[src/rtl/bfa_pkg.sv]
// Shared types and constants of the bitmap frame allocator.
// Used by the channel interfaces, the controller, the datapath and the top level.
// No dependencies.
package bfa_pkg;

   // Frame geometry and field widths.
   localparam int FRAME_BYTES = 4096;
   localparam int FRAME_SHIFT = $clog2(FRAME_BYTES);
   localparam int ADDR_W      = 24;
   localparam int BYTES_W     = 25;
   localparam int ACTION_W    = 2;
   localparam int CFG_W       = 13;
   localparam int CSR_IDX_W   = 2;

   // Register reset values.
   localparam int FRAME_TOTAL_RESET = 4096;
   localparam int RESERVED_RESET    = 512;

   // Register indexes of the configuration port.
   localparam logic [CSR_IDX_W-1:0] REG_FRAME_TOTAL    = 2'd0;
   localparam logic [CSR_IDX_W-1:0] REG_RESERVED_COUNT = 2'd1;

   // Request kinds.
   typedef enum logic [ACTION_W-1:0] {
      ACT_ALLOC = 2'd0,
      ACT_FREE  = 2'd1,
      ACT_INIT  = 2'd2
   } action_type;

   // Commands from the controller to the datapath.
   typedef struct packed {
      logic req_load;
      logic clear_start;
      logic clear_step;
      logic scan_start;
      logic scan_step;
      logic scan_latch;
      logic alloc_commit;
      logic free_div;
      logic free_read;
      logic free_write;
      logic rsp_load;
   } ctrl_cmd_type;

   // Status from the datapath to the controller.
   typedef struct packed {
      logic is_alloc;
      logic is_free;
      logic is_init;
      logic free_in_range;
      logic scan_stop;
      logic sweep_last;
      logic rsp_free;
   } ctrl_status_type;

endpackage

[src/rtl/bfa_ctrl.sv]
// Controller state machine of the bitmap frame allocator.
// Depends on bfa_pkg for the command and status structs.
module bfa_ctrl (
   input  logic                     clock,
   input  logic                     reset,
   input  logic                     req_valid,
   output logic                     req_ready,
   input  bfa_pkg::ctrl_status_type status,
   output bfa_pkg::ctrl_cmd_type    cmd
);
   import bfa_pkg::*;

   typedef enum logic [3:0] {
      ST_BOOT,
      ST_IDLE,
      ST_DECODE,
      ST_SCAN,
      ST_ALLOC_END,
      ST_FREE_READ,
      ST_FREE_WRITE,
      ST_CLEAR,
      ST_RESP
   } state_type;

   state_type state_ff;
   state_type state_in;

   // Next state and the commands issued in each state.
   always_comb begin
      state_in  = state_ff;
      cmd       = '0;
      req_ready = 1'b0;
      case (state_ff)
         ST_BOOT: begin
            // Clearing pass after reset; no request is taken meanwhile.
            cmd.clear_step = 1'b1;
            if (status.sweep_last) begin
               state_in = ST_IDLE;
            end
         end
         ST_IDLE: begin
            req_ready = 1'b1;
            if (req_valid) begin
               cmd.req_load = 1'b1;
               state_in     = ST_DECODE;
            end
         end
         ST_DECODE: begin
            if (status.is_alloc) begin
               cmd.scan_start = 1'b1;
               state_in       = ST_SCAN;
            end else if (status.is_free && status.free_in_range) begin
               cmd.free_div = 1'b1;
               state_in     = ST_FREE_READ;
            end else if (status.is_init) begin
               cmd.clear_start = 1'b1;
               state_in        = ST_CLEAR;
            end else begin
               state_in = ST_RESP;
            end
         end
         ST_SCAN: begin
            // One map word per cycle until a word with a clear bit or the end.
            if (status.scan_stop) begin
               cmd.scan_latch = 1'b1;
               state_in       = ST_ALLOC_END;
            end else begin
               cmd.scan_step = 1'b1;
            end
         end
         ST_ALLOC_END: begin
            cmd.alloc_commit = 1'b1;
            state_in         = ST_RESP;
         end
         ST_FREE_READ: begin
            cmd.free_read = 1'b1;
            state_in      = ST_FREE_WRITE;
         end
         ST_FREE_WRITE: begin
            cmd.free_write = 1'b1;
            state_in       = ST_RESP;
         end
         ST_CLEAR: begin
            cmd.clear_step = 1'b1;
            if (status.sweep_last) begin
               state_in = ST_RESP;
            end
         end
         ST_RESP: begin
            if (status.rsp_free) begin
               cmd.rsp_load = 1'b1;
               state_in     = ST_IDLE;
            end
         end
         default: begin
            state_in = ST_IDLE;
         end
      endcase
   end

   // State register.
   always_ff @(posedge clock) begin
      if (reset) begin
         state_ff <= ST_BOOT;
      end else begin
         state_ff <= state_in;
      end
   end

endmodule

[config.mk]
export PLATFORM = sky130hd
export DESIGN_NAME = bfa_ctrl
export DESIGN_NICKNAME = d
export VERILOG_FILES = /design/src/rtl/bfa_pkg.sv /design/src/rtl/bfa_ctrl.sv
export SDC_FILE = /design/constraint.sdc
export NUM_CORES = 1
export LEC_CHECK = 0
export BUFFER_PORTS_ARGS = -buffer_cell sky130_fd_sc_hd__buf_2
export CAP_MARGIN = 20
export CORE_AREA = 5 5 42 44
export DETAILED_ROUTE_END_ITERATION = 12
export DIE_AREA = 0 0 47 49
export PLACE_DENSITY = 0.62
export SKIP_CTS_REPAIR_TIMING = 1
export SLEW_MARGIN = 20
export SYNTH_ARGS = -nofsm -noshare
export SYNTH_HDL_FRONTEND = slang
export SYNTH_SLANG_ARGS = --single-unit
[constraint.sdc]
create_clock -name clock -period 1.66 [get_ports clock]
set_clock_uncertainty 0.1 [all_clocks]
set_input_delay 0.166 -clock clock [delete_from_list [all_inputs] [get_ports clock]]
set_output_delay 0.166 -clock clock [all_outputs]
set_load 0.03 [all_outputs]
# Word-level counts from Yosys, hierarchy flattened
# Cells that the tools add are included.
[totals] register_bits=4 inputBits=10 output_inout_bits=12 wordCells=49
[classes] muxes=30 reduce_logical=5 n_eq_ne=13
[op_table] operator="$mux W4" n=8
[op_table] operator="$pmux W4 S8" n=1
[op_table] operator="$mux W1" n=20
[op_table] operator="$eq A4 B3 Y1 const B" n=4
[op_table] operator="$ne A2 B2 Y1 const B" n=5
[op_table] operator="$eq A4 B2 Y1 const B" n=2
[op_table] operator="$reduce_and A5 Y1" n=1
[op_table] operator="$eq A4 B1 Y1 const B" n=1
[op_table] operator="$eq A4 B4 Y1 const B" n=1
[op_table] operator="$logic_not A4 Y1" n=1
[op_table] operator="$reduce_or A2 Y1" n=2
[op_table] operator="$mux W2" n=1
[op_table] operator="$logic_and A1 B1 Y1" n=1

# Depth between registers and ports, before layout
# Gate-level depths: netlist of run 1.
[depth] ltp_word=4 ltp_mapped=5 depth_no_buf=4

# Least setup slack after synthesis of run 1
# No wires, ideal clock.
[synth_timing] path_kind="register to output" startpoint="reg state_ff[0]" endpoint="out cmd[10] (netlist bit)" path_stages_with_launch=5 arrival_time_ns=1.948 path_buffers=1 setup_slack_ns=-0.554 required_time_ns=1.394 cell_sequence="dfxtp_1 buf_4 inv_2 nor4_1 and2_1"
[synth_rtl] item="from (decl)" line="bfa_ctrl.sv:25" source="state_type state_ff;"
[synth_rtl] item="from (signal assigned)" line="bfa_ctrl.sv:106" source="state_ff <= state_in;"
[synth_rtl] item="to (decl)" line="bfa_ctrl.sv:9" source="output bfa_pkg::ctrl_cmd_type cmd"

==> results_dict.tcl, run 1 <==
set metrics [dict create \
    dpl_cell_area_sq_um 613.1 \
    synthMuxAreaShare_pct 2.895 \
    drv_cap 0 \
    synth_top_area_share_pct 16.84 \
    grt_max_degree 11 \
    clkSlewWorstSetupHoldPaths_ps 50 \
    grt_antenna_before_repair 0 \
    diodes 0 \
    yosysWarnings 0 \
    critPathLaunchType "register" \
    reg2reg_depth 4 \
    status "finished, final reports clean" \
    synth-edff-count 0 \
    synth_seq_area_share_pct 16.84 \
    worst_pin_slew_ps 312.6 \
    ys_seq_elements 4 \
    grt_use_total_pct 12.67 \
    clock_path_buffers 2 \
    n_fill_cell 165 \
    reg2reg_slack_ps 150 \
    core_area_sq_um 1401 \
    max_stage_delay_ps 360 \
    crit_family "simple AND/OR/NAND/NOR gates" \
    synth.most_common_cell "nor2_1" \
    peakVddDrop_mv 0.7575 \
    crit_arrival_ps 1340 \
    reg_top3 "state_ff: 4 flops" \
    io_pins 22 \
    nets 98 \
    grt_pass1_vias 514 \
    syn_inst 63 \
    synth-simple-area-share_pct 45.00 \
    tns_ps 0 \
    synth_fa_ha_area_share_pct 0 \
    rr_startpoint "state_ff[0]" \
    route.detailed.drc 0 \
    fin_crit_sh_pct 96.79 \
    power_w 0.001201 \
    cts_root_buffer "clkbuf_4" \
    synthArstFlopShare_pct 0 \
    crit_path_end_kind "output pin" \
    top_register "state_ff" \
    yosys_most_used_dff "dfxtp_1" \
    vias_per_cell 5.343 \
    cp.required_ps 1390 \
    syn_to_final_growth_pct 42.37 \
    netlist_area_sq_um 475.5 \
    synth_xor_area_share_pct 0 \
    port_buffers 21 \
    setup_viol_count_final 0 \
    min_path_type "input pin to register" \
    min-delay-start "reset" \
    clock_sinks 4 \
    synth_top_area_cell "dfxtp_1" \
    holdPathEnd "state_ff[0]" \
    cts_made_buffers 3 \
    pwr_density_cell_nw_per_um2 1774 \
    grt-ovfl-total 0 \
    slew_headroom_pct 79.00 \
    gp_congestion 0.7962 \
    die_height_um 49 \
    drt-pass1-iter-count 4 \
    start_util_pct 33.93 \
    place_hpwl_mm 1.036 \
    htreeDepth 1 \
    synth_top_family_by_area "simple AND/OR/NAND/NOR gates" \
    hold_viol_final 0 \
    synth.avg_cell_area_sq_um 7.547 \
    max_clock_freq_mhz 622.4 \
    synth_compound_area_share_pct 25.53 \
    synth_cell_types 31 \
    clk_latency_ps 240 \
    reg2reg_to "state_ff[2]" \
    die_w_um 47 \
    drt_first_iter_violations 7 \
    wirelength_mm 1.337 \
    largest_reg_flops 4 \
    dieArea_sq_um 2303 \
    synthTopCellsByArea "dfxtp_1, nor2_1, a21oi_1" \
    drive_gt1_share_pct 53.49 \
    syn_nets 73 \
    yosys-top-cells-count "nor2_1, nand2_1, a21oi_1" \
    final_max_slew_viol_count 0 \
    slowest_stage "dfxtp_2" \
    crit_chain "buf_4, nor4_4, and2_1, buf_6" \
    cts_tree "done" \
    wire_per_inst_um 13.11 \
    critical_path_buf_inv_count 2 \
    drtAntennaViolNets 0 \
    route.vias.total 545 \
    fin_area_sq_um 676.9 \
    grt_pass1_wl_mm 2.152 \
    timing.hold.worst_path_depth 2 \
    fin_crit_ps 1607 \
    p_leak_nw 0.3007 \
    path_class "register to output pin" \
    num_rows 14 \
    cp_max_fo 6 \
]
[cell type report]
cell class / count / area (sq um) / area share [%]
inverter: 4 / 15.01 / 2.218
timing repair buffer: 24 / 143.9 / 21.26
tap: 16 / 20.02 / 2.957
clock buffer: 3 / 22.52 / 3.327
sequential: 4 / 92.59 / 13.68
multi-input combinational: 51 / 382.9 / 56.56
[worst max-delay path by stage]
stage                      from     endpoint  slack (ps)  cells after the start
global placement    state_ff[3]  state_ff[2]         110                      4
detailed placement  state_ff[3]  state_ff[2]         100                      4
floorplan           state_ff[1]       cmd[3]         -60                      4
global route        state_ff[0]       cmd[8]         -20                      4
finish              state_ff[2]      cmd[10]          50                      4
CTS                 state_ff[1]       cmd[9]        -150                      4
[routing by layer]
metal / vias up / part of all wire, % / track usage, %
li1: 272 / - / -
met4: 0 / 0 / 8.295
met5: - / 0 / 0
met2: 20 / 52 / 19.23
met3: 0 / 7.4 / 2.952
met1: 253 / 41 / 15.13
[metrics by stage]
step / hold WS [ps] / instances / util [%] / setup WS (ps)
2_1_floorplan: 130.6 / 63 / - / -60.43
3_3_place_gp: 309.7 / 99 / 43.75 / 112.9
3_5_place_dp: 306.6 / 99 / 43.75 / 97.31
4_1_cts: 51.50 / 102 / 45.36 / -149.5
5_1_grt: 41.30 / 102 / 48.30 / -18.29
6_report: 43.40 / 102 / 48.30 / 53.24
[cell families (layout without fill, tap and decap cells)]
kind of cell,after synthesis,after routing
flops,4,4
compound gates,14,14
mux,1,1
simple gates,36,36
buf+inv,8,31
[placed cells by master (no fill, tap or decap), drive strengths merged, types with 2 or more instances in the layout]
| master | n |
|---|---|
| and2 | 3 |
| nor4 | 2 |
| nand3 | 2 |
| nor2 | 9 |
| buf | 24 |
| o21ai | 2 |
| dfxtp | 4 |
| and3 | 2 |
| inv | 4 |
| a21o | 2 |
| a21oi | 5 |
| nor2b | 2 |
| nand2 | 6 |
| clkbuf | 3 |
| nor3 | 4 |
[where the power goes]
part	switching [W]	internal (W)	leakage [nW]
logic	0.000463	0.000346	0.252
clock network	0.0000462	0.0000813	0.0138
registers	0.000106	0.000158	0.0353
No activity file was read; power rests on OpenSTA's default activity.
==> run 2: changes to the inputs <==
--- a/config.mk
+++ b/config.mk
@@ -10,6 +10,7 @@
 export CORE_AREA = 5 5 42 44
 export DETAILED_ROUTE_END_ITERATION = 12
 export DIE_AREA = 0 0 47 49
+export GPL_TIMING_DRIVEN = 0
 export PLACE_DENSITY = 0.62
 export SKIP_CTS_REPAIR_TIMING = 1
 export SLEW_MARGIN = 20
==> constraint.sdc (replaced) <==
create_clock -name clock -period 2 [get_ports clock]
set_clock_uncertainty 0.1 [all_clocks]
set_input_delay 0.2 -clock clock [delete_from_list [all_inputs] [get_ports clock]]
set_output_delay 0.2 -clock clock [all_outputs]
set_load 0.03 [all_outputs]
==> run 2 against run 1 <==
Combinational power is 17% lower. Sequential share of layout area decreased by 0.95 points. Critical endpoint is now cmd[9]. Highest routed layer unchanged. Global-route usage decreased by 1.4 points. Largest cell class unchanged. Sequential cell count unchanged. Cell area is 7.0% lower. Core utilization shrank 3.4 points. Total power decreased by 25%. Count of clock-buffer cells in the layout is the same.
==> results_dict.tcl, run 2 (same netlist as run 1, synthesis figures left out) <==
set metrics [dict create \
    rsz0062_at_grt "no" \
    rr_startpoint "state_ff[1]" \
    status "finished, final reports clean" \
    start_util_pct 33.93 \
    syn_to_final_growth_pct 32.37 \
    final_common_cell "buf_2" \
    fin_crit_sh_pct 88.14 \
    wire_per_inst_um 10.53 \
    reg2reg_slack_ps 430 \
    reg2reg_to "state_ff[2]" \
    gp_congestion 0.7078 \
    drive_gt1_share_pct 44.83 \
    tns_ps 0 \
    peakVddDrop_mv 0.5089 \
    setup_viol_count_final 0 \
    grt_pass1_vias 485 \
    num_rows 14 \
    grt_pass1_wl_mm 1.987 \
    swShare_pct 51.76 \
    vias_per_cell 4.981 \
    reg2reg_depth 5 \
    dpl_cell_area_sq_um 606.8 \
    power_frac_comb_pct 75.2 \
    cp.required_ps 1700 \
    critPathLaunchType "register" \
    worst_pin_slew_ps 284.3 \
    largest_reg_flops 4 \
    crit_arrival_ps 1460 \
    final_util_pct 44.91 \
    htreeDepth 1 \
    mostFrequentLayoutCells "buf_2, nor2_1, nand2_1, a21oi_1" \
    grt_max_degree 11 \
    cts_made_buffers 3 \
    clock_sinks 4 \
    dieArea_sq_um 2303 \
    fin_crit_ps 1763 \
    p_clk_share_pct 10.7 \
    route.vias.total 513 \
    clkSlewWorstSetupHoldPaths_ps 40 \
    drt_first_iter_violations 3 \
    pwr_density_cell_nw_per_um2 1421 \
    drt-pass1-iter-count 3 \
    cp_max_fo 10 \
    final_max_slew_viol_count 0 \
    cp-startpoint "state_ff[1]" \
    cts_root_buffer "clkbuf_4" \
    whs_ps 110.0 \
    cp-endpoint "cmd[9]" \
    crit_path_end_kind "output pin" \
    n_fill_cell 159 \
    fin_area_sq_um 629.4 \
    grt-ovfl-total 0 \
    grt_antenna_before_repair 0 \
    clk_latency_ps 230 \
    io_pins 22 \
    p_leak_nw 0.2980 \
    slew_headroom_pct 80.90 \
    core_area_sq_um 1401 \
    wirelength_mm 1.085 \
    max_clock_freq_mhz 567.3 \
    nets 99 \
    route.detailed.drc 0 \
    diodes 0 \
    port_buffers 21 \
    clock_path_buffers 2 \
    top_register "state_ff" \
    min_path_type "input pin to register" \
    cts_tree "done" \
    reg_top3 "state_ff: 4 flops" \
    drv_cap 0 \
    p_sw_w 0.0004630 \
    drtAntennaViolNets 0 \
    seqPwrFrac_pct 14.1 \
    die_w_um 47 \
    place_hpwl_um 918.6 \
    hold_viol_final 0 \
    grt_use_total_pct 11.27 \
    internal_power_w 0.0004315 \
    die_height_um 49 \
    path_class "register to output pin" \
]
## run 2: metal layers
layer	global-route usage [%]	wire [um]	vias up
met5	0	0	-
met4	4.147	0	0
met3	2.583	95	0
met2	15.38	445	18
met1	16.70	544	215
li1	-	-	280
## run 2: worst min path at each step
stage | startpoint | endpoint | slack [ps] | cells after the start
global route | reset | state_ff[0] | 120 | 2
global placement | reset | state_ff[0] | 340 | 2
CTS | reset | state_ff[0] | 100 | 2
floorplan | reset | state_ff[0] | 160 | 1
detailed placement | reset | state_ff[0] | 340 | 2
finish | reset | state_ff[0] | 110 | 2
## run 2: worst max-delay path, cell delays in order, from the launching register on
cell     delay [ps]
dfxtp_1         330
buf_4           190
nor2b_1         210
nand2_1         110
nor3_1          170
buf_2           220
## run 2: through the flow
step	std cells	setup WS (ps)	power [W]
2_1_floorplan	63	128.0	0.0006701
3_3_place_gp	100	445.4	0.0007995
3_5_place_dp	100	443.5	0.0008024
4_1_cts	103	210.6	0.0009026
5_1_grt	103	46.61	0.0009868
6_report	103	237.2	0.0008945
## run 2: power by group through the flow
stage                     Combinational, W  Sequential [W]  Clock [W]
after CTS                         0.000677        0.000126  0.0000997
after detailed placement          0.000676        0.000127          0
after floorplan                   0.000546        0.000124          0
after global routing              0.000750        0.000129   0.000109
after global placement            0.000673        0.000127          0
final                             0.000673        0.000126  0.0000955
## run 2: layout make-up
cell class,count,area (sq um),share of cell area [%]
multi-input cells,51,355.3,56.46
repair buffers,21,105.1,16.70
flip-flops and latches,4,80.08,12.72
plain buffers,4,31.28,4.970
clock buffers,3,22.52,3.579
well taps,16,20.02,3.181
inverters,4,15.01,2.386
